**src/hdl/cpb_pkg.sv**
```systemverilog
package cpb_pkg;

   localparam logic [31:0] LANE_RB    = 32'h00ff00ff;
   localparam logic [31:0] LANE_G     = 32'h0000ff00;
   localparam logic [31:0] TOP_BYTE_MASK = 32'hff000000;
   localparam logic [31:0] RGB_MASK   = 32'h00ffffff;
   localparam logic [31:0] PRE_G_MASK = 32'h00ff0000;
   localparam logic [31:0] PRE_RB_MASK = 32'hff00ff00;
   localparam logic [31:0] SAT_LOW7   = 32'h7f7f7f7f;
   localparam logic [31:0] SAT_HIGH   = 32'h80808080;
   localparam logic [7:0]  BYTE_MAX   = 8'hff;

   localparam int CSR_IDX_W  = 2;
   localparam int CSR_DATA_W = 24;

   localparam logic [1:0]  MODE_RESET    = 2'd0;
   localparam logic [7:0]  OPACITY_RESET = 8'hff;
   localparam logic [23:0] MATTE_RESET   = 24'h000000;

   typedef enum logic [1:0] {
      MODE_PLAIN = 2'd0,
      MODE_HOLD  = 2'd1,
      MODE_ADD   = 2'd2,
      MODE_MATTE = 2'd3
   } mode_type;

   typedef enum logic [CSR_IDX_W-1:0] {
      CSR_MODE    = 2'd0,
      CSR_OPACITY = 2'd1,
      CSR_MATTE   = 2'd2
   } csr_idx_type;

   typedef struct packed {
      logic [1:0]  mode;
      logic [7:0]  opacity;
      logic [23:0] matte;
   } cfg_type;

   typedef struct packed {
      logic [31:0] source_pixel;
      logic [31:0] dest_pixel;
      logic        last_pixel;
   } pix_type;

   typedef struct packed {
      mode_type    mode;
      logic        last;
      logic [23:0] base;
      logic [31:0] diff_rb;
      logic [31:0] diff_g;
      logic [7:0]  k;
      logic [23:0] src_rgb;
      logic [31:0] dst;
      logic [7:0]  sa;
   } prep_type;

   typedef struct packed {
      mode_type    mode;
      logic        last;
      logic [23:0] base;
      logic [31:0] prod_rb;
      logic [31:0] prod_g;
      logic [31:0] pre_rb;
      logic [31:0] pre_g;
      logic [31:0] dsc_rb;
      logic [31:0] dsc_g;
      logic [15:0] dasa;
      logic [7:0]  da;
      logic [7:0]  sa;
   } mul_type;

   typedef struct packed {
      mode_type    mode;
      logic        last;
      logic [23:0] lerp;
      logic [23:0] pre;
      logic [23:0] dsc;
      logic [7:0]  nda;
      logic [7:0]  da;
   } sum_type;

   typedef struct packed {
      mode_type    mode;
      logic [31:0] result_pixel;
      logic        last_out;
   } out_type;

endpackage

```
**src/hdl/cpb_ifs.sv**
```systemverilog
interface cpb_req_if;
   logic        valid;
   logic        ready;
   logic [31:0] source_pixel;
   logic [31:0] dest_pixel;
   logic        last_pixel;

   modport source (output valid, output source_pixel, output dest_pixel, output last_pixel,
                   input ready);
   modport sink (input valid, input source_pixel, input dest_pixel, input last_pixel,
                 output ready);
endinterface

interface cpb_rsp_if;
   logic        valid;
   logic        ready;
   logic [31:0] result_pixel;
   logic        last_out;

   modport source (output valid, output result_pixel, output last_out, input ready);
   modport sink (input valid, input result_pixel, input last_out, output ready);
endinterface

interface cpb_csr_if;
   logic                         valid;
   logic                         ready;
   logic [cpb_pkg::CSR_IDX_W-1:0]  index;
   logic [cpb_pkg::CSR_DATA_W-1:0] data;

   modport source (output valid, output index, output data, input ready);
   modport sink (input valid, input index, input data, output ready);
endinterface

```
**src/hdl/cpb_prep.sv**
```systemverilog
module cpb_prep (
   input  logic              clock,
   input  logic              reset,
   input  logic              load,
   input  logic              valid_in,
   input  cpb_pkg::pix_type  pix_in,
   input  cpb_pkg::cfg_type  cfg,
   output logic              valid_out,
   output cpb_pkg::prep_type data_out
);

   logic              valid_ff;
   cpb_pkg::prep_type data_ff;
   cpb_pkg::prep_type data_in;
   logic [31:0]       base;
   logic [31:0]       over;
   logic [7:0]        k;

   // matte mode lerps from the fixed color toward dest by dest alpha
   always_comb begin
      if (cpb_pkg::mode_type'(cfg.mode) == cpb_pkg::MODE_MATTE) begin
         base = {8'h00, cfg.matte};
         over = pix_in.dest_pixel;
         k    = pix_in.dest_pixel[31:24];
      end else begin
         base = pix_in.dest_pixel;
         over = pix_in.source_pixel;
         k    = cfg.opacity;
      end
      data_in.mode    = cpb_pkg::mode_type'(cfg.mode);
      data_in.last    = pix_in.last_pixel;
      data_in.base    = base[23:0];
      data_in.diff_rb = (over & cpb_pkg::LANE_RB) - (base & cpb_pkg::LANE_RB);
      data_in.diff_g  = (over & cpb_pkg::LANE_G) - (base & cpb_pkg::LANE_G);
      data_in.k       = k;
      data_in.src_rgb = pix_in.source_pixel[23:0];
      data_in.dst     = pix_in.dest_pixel;
      data_in.sa      = cfg.opacity;
   end

   always_ff @(posedge clock) begin
      if (reset) begin
         valid_ff <= 1'b0;
      end else if (load) begin
         valid_ff <= valid_in;
      end
   end

   always_ff @(posedge clock) begin
      if (load) begin
         data_ff <= data_in;
      end
   end

   assign valid_out = valid_ff;
   assign data_out  = data_ff;

endmodule

```
**src/hdl/cpb_mul.sv**
```systemverilog
module cpb_mul (
   input  logic              clock,
   input  logic              reset,
   input  logic              load,
   input  logic              valid_in,
   input  cpb_pkg::prep_type data_in,
   output logic              valid_out,
   output cpb_pkg::mul_type  data_out
);

   logic             valid_ff;
   cpb_pkg::mul_type data_ff;
   cpb_pkg::mul_type mul_in;
   logic [31:0]      k32;
   logic [31:0]      sa32;
   logic [31:0]      inv32;
   logic [31:0]      src32;

   always_comb begin
      k32   = {24'h000000, data_in.k};
      sa32  = {24'h000000, data_in.sa};
      inv32 = {24'h000000, data_in.sa ^ cpb_pkg::BYTE_MAX};
      src32 = {8'h00, data_in.src_rgb};

      mul_in.mode    = data_in.mode;
      mul_in.last    = data_in.last;
      mul_in.base    = data_in.base;
      mul_in.prod_rb = data_in.diff_rb * k32;
      mul_in.prod_g  = data_in.diff_g * k32;
      mul_in.pre_rb  = (src32 & cpb_pkg::LANE_RB) * sa32;
      mul_in.pre_g   = (src32 & cpb_pkg::LANE_G) * sa32;
      mul_in.dsc_rb  = (data_in.dst & cpb_pkg::LANE_RB) * inv32;
      mul_in.dsc_g   = (data_in.dst & cpb_pkg::LANE_G) * inv32;
      mul_in.dasa    = {8'h00, data_in.dst[31:24]} * {8'h00, data_in.sa};
      mul_in.da      = data_in.dst[31:24];
      mul_in.sa      = data_in.sa;
   end

   always_ff @(posedge clock) begin
      if (reset) begin
         valid_ff <= 1'b0;
      end else if (load) begin
         valid_ff <= valid_in;
      end
   end

   always_ff @(posedge clock) begin
      if (load) begin
         data_ff <= mul_in;
      end
   end

   assign valid_out = valid_ff;
   assign data_out  = data_ff;

endmodule

```
**src/hdl/cpb_sum.sv**
```systemverilog
module cpb_sum (
   input  logic             clock,
   input  logic             reset,
   input  logic             load,
   input  logic             valid_in,
   input  cpb_pkg::mul_type data_in,
   output logic             valid_out,
   output cpb_pkg::sum_type data_out
);

   logic             valid_ff;
   cpb_pkg::sum_type data_ff;
   cpb_pkg::sum_type sum_in;
   logic [31:0]      base32;
   logic [31:0]      lerp32;
   logic [31:0]      pre32;
   logic [31:0]      dsc32;
   logic [8:0]       nda_raw;
   logic [8:0]       nda_fix;

   always_comb begin
      base32 = {8'h00, data_in.base};
      lerp32 = (((base32 & cpb_pkg::LANE_RB) + (data_in.prod_rb >> 8)) & cpb_pkg::LANE_RB)
             | (((base32 & cpb_pkg::LANE_G) + (data_in.prod_g >> 8)) & cpb_pkg::LANE_G);
      pre32  = (((data_in.pre_g & cpb_pkg::PRE_G_MASK)
               + (data_in.pre_rb & cpb_pkg::PRE_RB_MASK)) >> 8) & cpb_pkg::RGB_MASK;
      dsc32  = ((data_in.dsc_rb >> 8) & cpb_pkg::LANE_RB)
             + ((data_in.dsc_g >> 8) & cpb_pkg::LANE_G);
      // union of alphas, then fold the 256 case back to 255
      nda_raw = {1'b0, data_in.da} + {1'b0, data_in.sa} - {1'b0, data_in.dasa[15:8]};
      nda_fix = nda_raw - (nda_raw >> 8);

      sum_in.mode = data_in.mode;
      sum_in.last = data_in.last;
      sum_in.lerp = lerp32[23:0];
      sum_in.pre  = pre32[23:0];
      sum_in.dsc  = dsc32[23:0];
      sum_in.nda  = nda_fix[7:0];
      sum_in.da   = data_in.da;
   end

   always_ff @(posedge clock) begin
      if (reset) begin
         valid_ff <= 1'b0;
      end else if (load) begin
         valid_ff <= valid_in;
      end
   end

   always_ff @(posedge clock) begin
      if (load) begin
         data_ff <= sum_in;
      end
   end

   assign valid_out = valid_ff;
   assign data_out  = data_ff;

endmodule

```
**src/hdl/cpb_sat.sv**
```systemverilog
module cpb_sat (
   input  logic             clock,
   input  logic             reset,
   input  logic             load,
   input  logic             valid_in,
   input  cpb_pkg::sum_type data_in,
   output logic             valid_out,
   output cpb_pkg::out_type data_out
);

   logic             valid_ff;
   cpb_pkg::out_type data_ff;
   cpb_pkg::out_type out_in;
   logic [31:0]      pre32;
   logic [31:0]      dsc32;
   logic [31:0]      lerp32;
   logic [31:0]      carry;
   logic [31:0]      fill;
   logic [31:0]      add32;

   always_comb begin
      pre32  = {8'h00, data_in.pre};
      dsc32  = {8'h00, data_in.dsc};
      lerp32 = {8'h00, data_in.lerp};
      // per-byte overflow mask, then saturate those bytes to 0xff
      carry = ((dsc32 & pre32) + (((dsc32 ^ pre32) >> 1) & cpb_pkg::SAT_LOW7))
            & cpb_pkg::SAT_HIGH;
      fill  = (carry << 1) - (carry >> 7);
      add32 = (((dsc32 + pre32 - fill) | fill) & cpb_pkg::RGB_MASK)
            | {data_in.nda, 24'h000000};

      out_in.mode     = data_in.mode;
      out_in.last_out = data_in.last;
      case (data_in.mode)
         cpb_pkg::MODE_PLAIN: out_in.result_pixel = lerp32;
         cpb_pkg::MODE_HOLD:  out_in.result_pixel = lerp32 | {data_in.da, 24'h000000};
         cpb_pkg::MODE_ADD:   out_in.result_pixel = add32;
         cpb_pkg::MODE_MATTE: out_in.result_pixel = lerp32 | cpb_pkg::TOP_BYTE_MASK;
         default:             out_in.result_pixel = lerp32;
      endcase
   end

   always_ff @(posedge clock) begin
      if (reset) begin
         valid_ff <= 1'b0;
      end else if (load) begin
         valid_ff <= valid_in;
      end
   end

   always_ff @(posedge clock) begin
      if (load) begin
         data_ff <= out_in;
      end
   end

   assign valid_out = valid_ff;
   assign data_out  = data_ff;

   a_matte_alpha: assert property (@(posedge clock) disable iff (reset)
      valid_ff && data_ff.mode == cpb_pkg::MODE_MATTE |-> data_ff.result_pixel[31:24] == 8'hff)
      else $error("matte result alpha not opaque");

   a_plain_alpha: assert property (@(posedge clock) disable iff (reset)
      valid_ff && data_ff.mode == cpb_pkg::MODE_PLAIN |-> data_ff.result_pixel[31:24] == 8'h00)
      else $error("plain result alpha not zero");

endmodule

```
**src/hdl/constant_opacity_pixel_blend_top.sv**
```systemverilog
// channel   port      dir   payload
// input     req_bus   sink  source_pixel[31:0], dest_pixel[31:0], last_pixel
// result    rsp_bus   src   result_pixel[31:0], last_out
// config    csr_bus   sink  index[1:0], data[23:0] (0 mode, 1 opacity, 2 matte)
//
// four register stages: operand select, packed multiplies, lane sums, saturate/select
// one pixel per clock sustained while rsp_bus.ready is high, rsp_bus.valid rises once the beat reaches saturate/select
// synchronous active-high reset clears stage valids and loads register defaults
// each stage loads whenever it is empty or the one after it moves, so bubbles collapse
// and a stalled rsp_bus holds its beat while earlier stages keep filling
module constant_opacity_pixel_blend_top (
   input logic clock,
   input logic reset,
   cpb_req_if.sink   req_bus,
   cpb_rsp_if.source rsp_bus,
   cpb_csr_if.sink   csr_bus
);

   logic [1:0]  mode_ff;
   logic [7:0]  opacity_ff;
   logic [23:0] matte_ff;

   cpb_pkg::cfg_type  cfg;
   cpb_pkg::pix_type  pix;
   cpb_pkg::prep_type prep_data;
   cpb_pkg::mul_type  mul_data;
   cpb_pkg::sum_type  sum_data;
   cpb_pkg::out_type  out_data;

   logic v1, v2, v3, v4;
   logic ld1, ld2, ld3, ld4;
   logic req_beat;
   logic csr_beat;

   assign csr_bus.ready = 1'b1;
   assign csr_beat      = csr_bus.valid && csr_bus.ready;

   always_ff @(posedge clock) begin
      if (reset) begin
         mode_ff    <= cpb_pkg::MODE_RESET;
         opacity_ff <= cpb_pkg::OPACITY_RESET;
         matte_ff   <= cpb_pkg::MATTE_RESET;
      end else if (csr_beat) begin
         case (cpb_pkg::csr_idx_type'(csr_bus.index))
            cpb_pkg::CSR_MODE:    mode_ff    <= csr_bus.data[1:0];
            cpb_pkg::CSR_OPACITY: opacity_ff <= csr_bus.data[7:0];
            cpb_pkg::CSR_MATTE:   matte_ff   <= csr_bus.data;
            default: ;
         endcase
      end
   end

   assign cfg.mode    = mode_ff;
   assign cfg.opacity = opacity_ff;
   assign cfg.matte   = matte_ff;

   assign pix.source_pixel = req_bus.source_pixel;
   assign pix.dest_pixel   = req_bus.dest_pixel;
   assign pix.last_pixel   = req_bus.last_pixel;

   // stage load chain from the output back
   assign ld4 = !v4 || rsp_bus.ready;
   assign ld3 = !v3 || ld4;
   assign ld2 = !v2 || ld3;
   assign ld1 = !v1 || ld2;

   assign req_bus.ready = ld1;
   assign req_beat      = req_bus.valid && ld1;

   cpb_prep u_prep (
      .clock     (clock),
      .reset     (reset),
      .load      (ld1),
      .valid_in  (req_bus.valid),
      .pix_in    (pix),
      .cfg       (cfg),
      .valid_out (v1),
      .data_out  (prep_data)
   );

   cpb_mul u_mul (
      .clock     (clock),
      .reset     (reset),
      .load      (ld2),
      .valid_in  (v1),
      .data_in   (prep_data),
      .valid_out (v2),
      .data_out  (mul_data)
   );

   cpb_sum u_sum (
      .clock     (clock),
      .reset     (reset),
      .load      (ld3),
      .valid_in  (v2),
      .data_in   (mul_data),
      .valid_out (v3),
      .data_out  (sum_data)
   );

   cpb_sat u_sat (
      .clock     (clock),
      .reset     (reset),
      .load      (ld4),
      .valid_in  (v3),
      .data_in   (sum_data),
      .valid_out (v4),
      .data_out  (out_data)
   );

   assign rsp_bus.valid        = v4;
   assign rsp_bus.result_pixel = out_data.result_pixel;
   assign rsp_bus.last_out     = out_data.last_out;

   a_accept_enters: assert property (@(posedge clock) disable iff (reset)
      req_beat |=> v1 && prep_data.last == $past(req_bus.last_pixel))
      else $error("accepted beat did not enter first stage");

   a_stage1_hold: assert property (@(posedge clock) disable iff (reset)
      v1 && !ld2 |=> v1 && $stable(prep_data))
      else $error("stalled first stage lost its beat");

   a_stage3_hold: assert property (@(posedge clock) disable iff (reset)
      v3 && !ld4 |=> v3 && $stable(sum_data))
      else $error("stalled third stage lost its beat");

   a_mode_write: assert property (@(posedge clock) disable iff (reset)
      csr_beat && csr_bus.index == cpb_pkg::CSR_MODE |=> mode_ff == $past(csr_bus.data[1:0]))
      else $error("mode register write not taken");

endmodule
```
**src/flat_wrapper.sv**
```systemverilog
// flat-port wrapper written by rule: the top's interface ports become plain ports
module constant_opacity_pixel_blend_top_flat 
  (clock, reset, req_bus_valid, req_bus_source_pixel, req_bus_dest_pixel, req_bus_last_pixel, req_bus_ready, rsp_bus_valid, rsp_bus_result_pixel, rsp_bus_last_out, rsp_bus_ready, csr_bus_valid, csr_bus_index, csr_bus_data, csr_bus_ready);
  cpb_req_if req_bus_i ();
  cpb_rsp_if rsp_bus_i ();
  cpb_csr_if csr_bus_i ();
  input logic clock;
  input logic reset;
  input wire logic [$bits(req_bus_i.valid)-1:0] req_bus_valid;
  input wire logic [$bits(req_bus_i.source_pixel)-1:0] req_bus_source_pixel;
  input wire logic [$bits(req_bus_i.dest_pixel)-1:0] req_bus_dest_pixel;
  input wire logic [$bits(req_bus_i.last_pixel)-1:0] req_bus_last_pixel;
  output wire logic [$bits(req_bus_i.ready)-1:0] req_bus_ready;
  output wire logic [$bits(rsp_bus_i.valid)-1:0] rsp_bus_valid;
  output wire logic [$bits(rsp_bus_i.result_pixel)-1:0] rsp_bus_result_pixel;
  output wire logic [$bits(rsp_bus_i.last_out)-1:0] rsp_bus_last_out;
  input wire logic [$bits(rsp_bus_i.ready)-1:0] rsp_bus_ready;
  input wire logic [$bits(csr_bus_i.valid)-1:0] csr_bus_valid;
  input wire logic [$bits(csr_bus_i.index)-1:0] csr_bus_index;
  input wire logic [$bits(csr_bus_i.data)-1:0] csr_bus_data;
  output wire logic [$bits(csr_bus_i.ready)-1:0] csr_bus_ready;
  assign req_bus_i.valid = req_bus_valid;
  assign req_bus_i.source_pixel = req_bus_source_pixel;
  assign req_bus_i.dest_pixel = req_bus_dest_pixel;
  assign req_bus_i.last_pixel = req_bus_last_pixel;
  assign req_bus_ready = req_bus_i.ready;
  assign rsp_bus_valid = rsp_bus_i.valid;
  assign rsp_bus_result_pixel = rsp_bus_i.result_pixel;
  assign rsp_bus_last_out = rsp_bus_i.last_out;
  assign rsp_bus_i.ready = rsp_bus_ready;
  assign csr_bus_i.valid = csr_bus_valid;
  assign csr_bus_i.index = csr_bus_index;
  assign csr_bus_i.data = csr_bus_data;
  assign csr_bus_ready = csr_bus_i.ready;
  constant_opacity_pixel_blend_top u_core (.clock(clock), .reset(reset), .req_bus(req_bus_i), .rsp_bus(rsp_bus_i), .csr_bus(csr_bus_i));
endmodule
```
**config.mk**
```make
export PLATFORM = sky130hd
export DESIGN_NAME = constant_opacity_pixel_blend_top_flat
export DESIGN_NICKNAME = d
export VERILOG_FILES = /design/src/hdl/cpb_pkg.sv /design/src/hdl/cpb_ifs.sv /design/src/hdl/cpb_prep.sv /design/src/hdl/cpb_mul.sv /design/src/hdl/cpb_sum.sv /design/src/hdl/cpb_sat.sv /design/src/hdl/constant_opacity_pixel_blend_top.sv /design/src/flat_wrapper.sv
export SDC_FILE = /design/constraint.sdc
export NUM_CORES = 2
export LEC_CHECK = 0
export ABC_CLOCK_PERIOD_IN_PS = 13280
export BUFFER_PORTS_ARGS = -buffer_cell sky130_fd_sc_hd__buf_2
export CAP_MARGIN = 20
export CORE_UTILIZATION = 59
export DETAILED_ROUTE_END_ITERATION = 8
export PLACE_DENSITY = 0.79
export SLEW_MARGIN = 20
export SYNTH_ARGS = -nofsm -noshare
export SYNTH_HDL_FRONTEND = slang
export SYNTH_HIERARCHICAL = 1
export SYNTH_SLANG_ARGS = --single-unit
```
**constraint.sdc**
```tcl
create_clock -name clock -period 13.28 [get_ports clock]
set_clock_uncertainty 0.2 [all_clocks]
set_input_delay 1.992 -clock clock [delete_from_list [all_inputs] [get_ports clock]]
set_output_delay 1.992 -clock clock [all_outputs]
set_load 0.05 [all_outputs]
```
# == Word level (Yosys, flattened, before mapping) ==
# Cells that the tools add are included.
# W data, S select, Z words.
# word_totals
ff_bits,536
memories,0
latch_bits,0
romBits,0
out_inout_bits,36
elab_cells,87
mem_bits_rw,0
# op_classes
n_reduce_logical,13
addsub,13
magnitude_cmp,0
n_div,0
bitwise_logic,7
multipliers,7
shift,0
n_eq_ne,6
n_mux,4
# ops
operator,n
$pmux W32 S4,1
$mul A24 B8 Y32,2
$or A24 B32 Y32,2
$add A24 B24 Y24,2
$mul A8 B8 Y16,3
$mux W24,2
$add A24 B32 Y32,1
$mul A32 B8 Y24,1
$mul A32 B8 Y32,1
$sub A24 B24 Y25,1
$add A24 B16 Y24,1
$add A24 B23 Y24,1
$and A24 B24 Y24,1
$or A24 B16 Y24,1
$or A24 B24 Y24,1
$sub A24 B24 Y24,1
$xor A24 B24 Y24,1
$sub A17 B17 Y18,1
$sub A16 B16 Y17,1
$add A16 B16 Y16,1
$add A8 B8 Y9,1
$sub A9 B8 Y9,1
$eq A2 B2 Y1 const B,4
$mux W8,1
other kinds (7),17

# == Logic depth before layout (Yosys ltp) ==
# depth
ltp_word,7
ltp_mapped,21

# == By module ==
# The synthesis kept the hierarchy.
# by_module_without_submodules
module,seq_area_each_um2,area_per_inst_um2,instances,cells_per_inst
cpb_mul,6596.3,35246.3,1,3603
cpb_prep,3983.8,6119.6,1,412
cpb_sum,2752.6,4564.4,1,330
cpb_sat,1071.0,4190.3,1,443
constant_opacity_pixel_blend_top,680.7,1551.5,1,155

# == Least setup slack after synthesis ==
# No wires, ideal clock.
# synth_path
path_kind,input-to-output
start,input rsp_bus_ready
end,output req_bus_ready
slack_ps,-884
arrival_time_ps,11972
path_buffers,0
required_ps,11088
cell_stages,2
cell_sequence,nand4b_1 -> or2_2
# synth_between
elab_chain_len,4
# synth_lines
element,line_no,rtl
start: declaration,flat_wrapper.sv:17,input wire logic [$bits(rsp_bus_i.ready)-1:0] rsp_bus_ready;
$logic_or A1 B1 Y1,constant_opacity_pixel_blend_top.sv:62,assign ld4 = !v4 || rsp_bus.ready;
$logic_or A1 B1 Y1,constant_opacity_pixel_blend_top.sv:63,assign ld3 = !v3 || ld4;
$logic_or A1 B1 Y1,constant_opacity_pixel_blend_top.sv:64,assign ld2 = !v2 || ld3;
$logic_or A1 B1 Y1,constant_opacity_pixel_blend_top.sv:65,assign ld1 = !v1 || ld2;
end: declaration,flat_wrapper.sv:13,output wire logic [$bits(req_bus_i.ready)-1:0] req_bus_ready;
# Every way passes these cells.

==> impl_results.md <==
* Status: complete, no violations
* Number of remaining DRC errors at 0
* Number of antenna-violating nets in the routed design at 0
* CP cell instances: ha_1, ha_1, nand4_1, a211oi_1, o211ai_1, a21oi_2, xor2_2, ha_1, a21o_1, a31oi_2, fa_1, inv_1, ha_1, a21o_1, a21o_1, a21o_1, a2111o_1, o221a_2
* Clock Sinks at 425
* Post-CTS Setup Inserts at 0
* Hold Slack at around 0.21 ns
* Max-slew violation count at 0
* Sum Neg Setup Slack at 0 ns
* Vias post-DR at slightly above 30,000
* Final period utilization at ~48%
* Vias per cell at 5.533
* Rows at 102
* H-tree depth at 2
* Final Hold Vio Count at 0
* Die W at 281.8 µm
* CTS clk-pin slew, worst paths at approximately 0.070 ns
* Vias in the first global route at roughly 32,000
* Port bufs at 122
* Worst Hold Class: register to register
* I/O Pins at 132
* R2R depth at 18
* Endpoint class of the critical path: register
* DRT iter0 DRCs at 1,977
* Global-route wire length before repair at 163,200 µm
* Post-Synthesis Cell Area at 46,190 µm²
* CTS Buffer Depth at 3
* RSZ-0062 raised after global routing: false
* Die area at 79,420 µm²
* Share of cells above drive strength 1 at 7.049%
* Initial Util at between 50% and 60%
* Clock root buffer: clkbuf_16
* CTS buffer count at 43
* CTS tree: built
* Post_cts resized at 0
* Worst path bufs/invs at 1
* Post-CTS Hold Buffers at 0
* Cells after Synth at between 4,000 and 5,000
* Worst skew pair latency at 0.59 ns
* Final setup viols at 0
* DRT Pass-1 Iters at 7
* Total grt overflow at 0
* Design Area, Final at 49,160 µm²
* Synth Warn # at 6
* Slowest stage delay, CP at 0.72 ns
* Highest achievable clock rate at 158.2 MHz
* Worst-path fanout max at 14
* DP Area at approximately 48,000 µm²
* WP data required at around 13 ns
* Post-Route Utilization at a little under two thirds
* Avg Inst Size Synth at 10.29 µm²
* Relative slew slack at 27.45%
* Tmin final at 6.322 ns
* Hpwl dp at 74,840 µm
* Worst hold stages at 0
* Critical Path Slowest Stage Cell: xor2_2
* Crit path depth at 18
* Kind of critical path: register to register
* Fill count at 6,110
* Crit path max-delay family: compound AO/OA/AOI/OAI gates
* Tightest Pin Transition at 1.088 ns
* WP data arrival at ~6.5 ns
* Initial antenna violation count at 11
* DR WL/cell at 17.71 µm
* Nets at 5,642
* Chip height at 281.8 µm
* Critical Path Start Type: register
* Gr usage total at 26.06%
* DRT Wirelength at 99,370 µm
* Max Cap Violations at 0
* Largest net degree at the start of global routing at between 100 and 150
* Area Overhead vs Synth at 6.419%
* Core Box Area at 77,470 µm²
* Routability cong. at 0.9454
## flip-flops by register name (all words and copies together) (netlist names)
register and count:
u_core/u_prep/data_out 132, u_core/u_mul/data_out 131, u_core/u_sum/data_out 91, u_core/u_sat/data_out 33
u_core/matte_ff 24, u_core/opacity_ff 8, u_core/mode_ff 2, u_core/u_mul/valid_out 1
u_core/u_prep/valid_out 1, u_core/u_sat/valid_out 1, u_core/u_sum/valid_out 1
## per-layer routing
metal | up-vias | GRT usage [%] | share of wire (%)
li1 | 14510 | - | -
met1 | 15410 | 34.66 | 43
met5 | - | 0 | 0.037
met2 | 943 | 43.62 | 47
met4 | 6 | 8.570 | 3.0
met3 | 173 | 4.127 | 6.8
## stage by stage
| step | setup slack (ns) | std cells |
|---|---|---|
| 2_1_floorplan | 2.579 | 4498 |
| 3_3_place_gp | 7.027 | 5527 |
| 3_5_place_dp | 6.926 | 5527 |
| 4_1_cts | 6.878 | 5607 |
| 5_1_grt | 6.582 | 5610 |
| 6_report | 6.958 | 5611 |
## final timing paths
kind / from / to / slack [ns]
hold / removal: u_core/u_prep/data_out[145]$_DFFE_PP_ / u_core/u_mul/data_out[233]$_DFFE_PP_ / 0.21
setup reg to reg: u_core/u_sum/data_out[22]$_DFFE_PP_ / u_core/u_sat/data_out[23]$_DFFE_PP_ / 6.96
hold reg to reg: u_core/u_prep/data_out[145]$_DFFE_PP_ / u_core/u_mul/data_out[233]$_DFFE_PP_ / 0.21
setup / recovery: u_core/u_sum/data_out[22]$_DFFE_PP_ / u_core/u_sat/data_out[23]$_DFFE_PP_ / 6.96
## layout by cell type, fill, tap and decap left out, types with 74 or more instances in the layout
cell type    n
edfxtp_1   387
inv_1      792
fa_1       556
nand2_1    270
o21ai_0     74
and2_1     463
nor2b_1    148
buf_2      122
nor2_1     169
ha_1       457
nand2b_1   144
xnor2_1    108
a21oi_1    127
## area by class of cell
class | instances | area (µm²) | share of cell area, %
Antenna cell | 3 | 7.507 | 0.01527
Clock buffer | 55 | 1204 | 2.448
Clock inverter | 25 | 339.1 | 0.6897
Inverter | 794 | 2980 | 6.063
Multi-Input combinational cell | 3124 | 30140 | 61.32
Sequential cell | 425 | 12380 | 25.19
Tap cell | 1040 | 1301 | 2.647
Timing Repair Buffer | 145 | 803.3 | 1.634
Power is left out: the tool's default activity adds up to more than one toggle a clock period on the data nets, which glitch-free logic cannot reach.
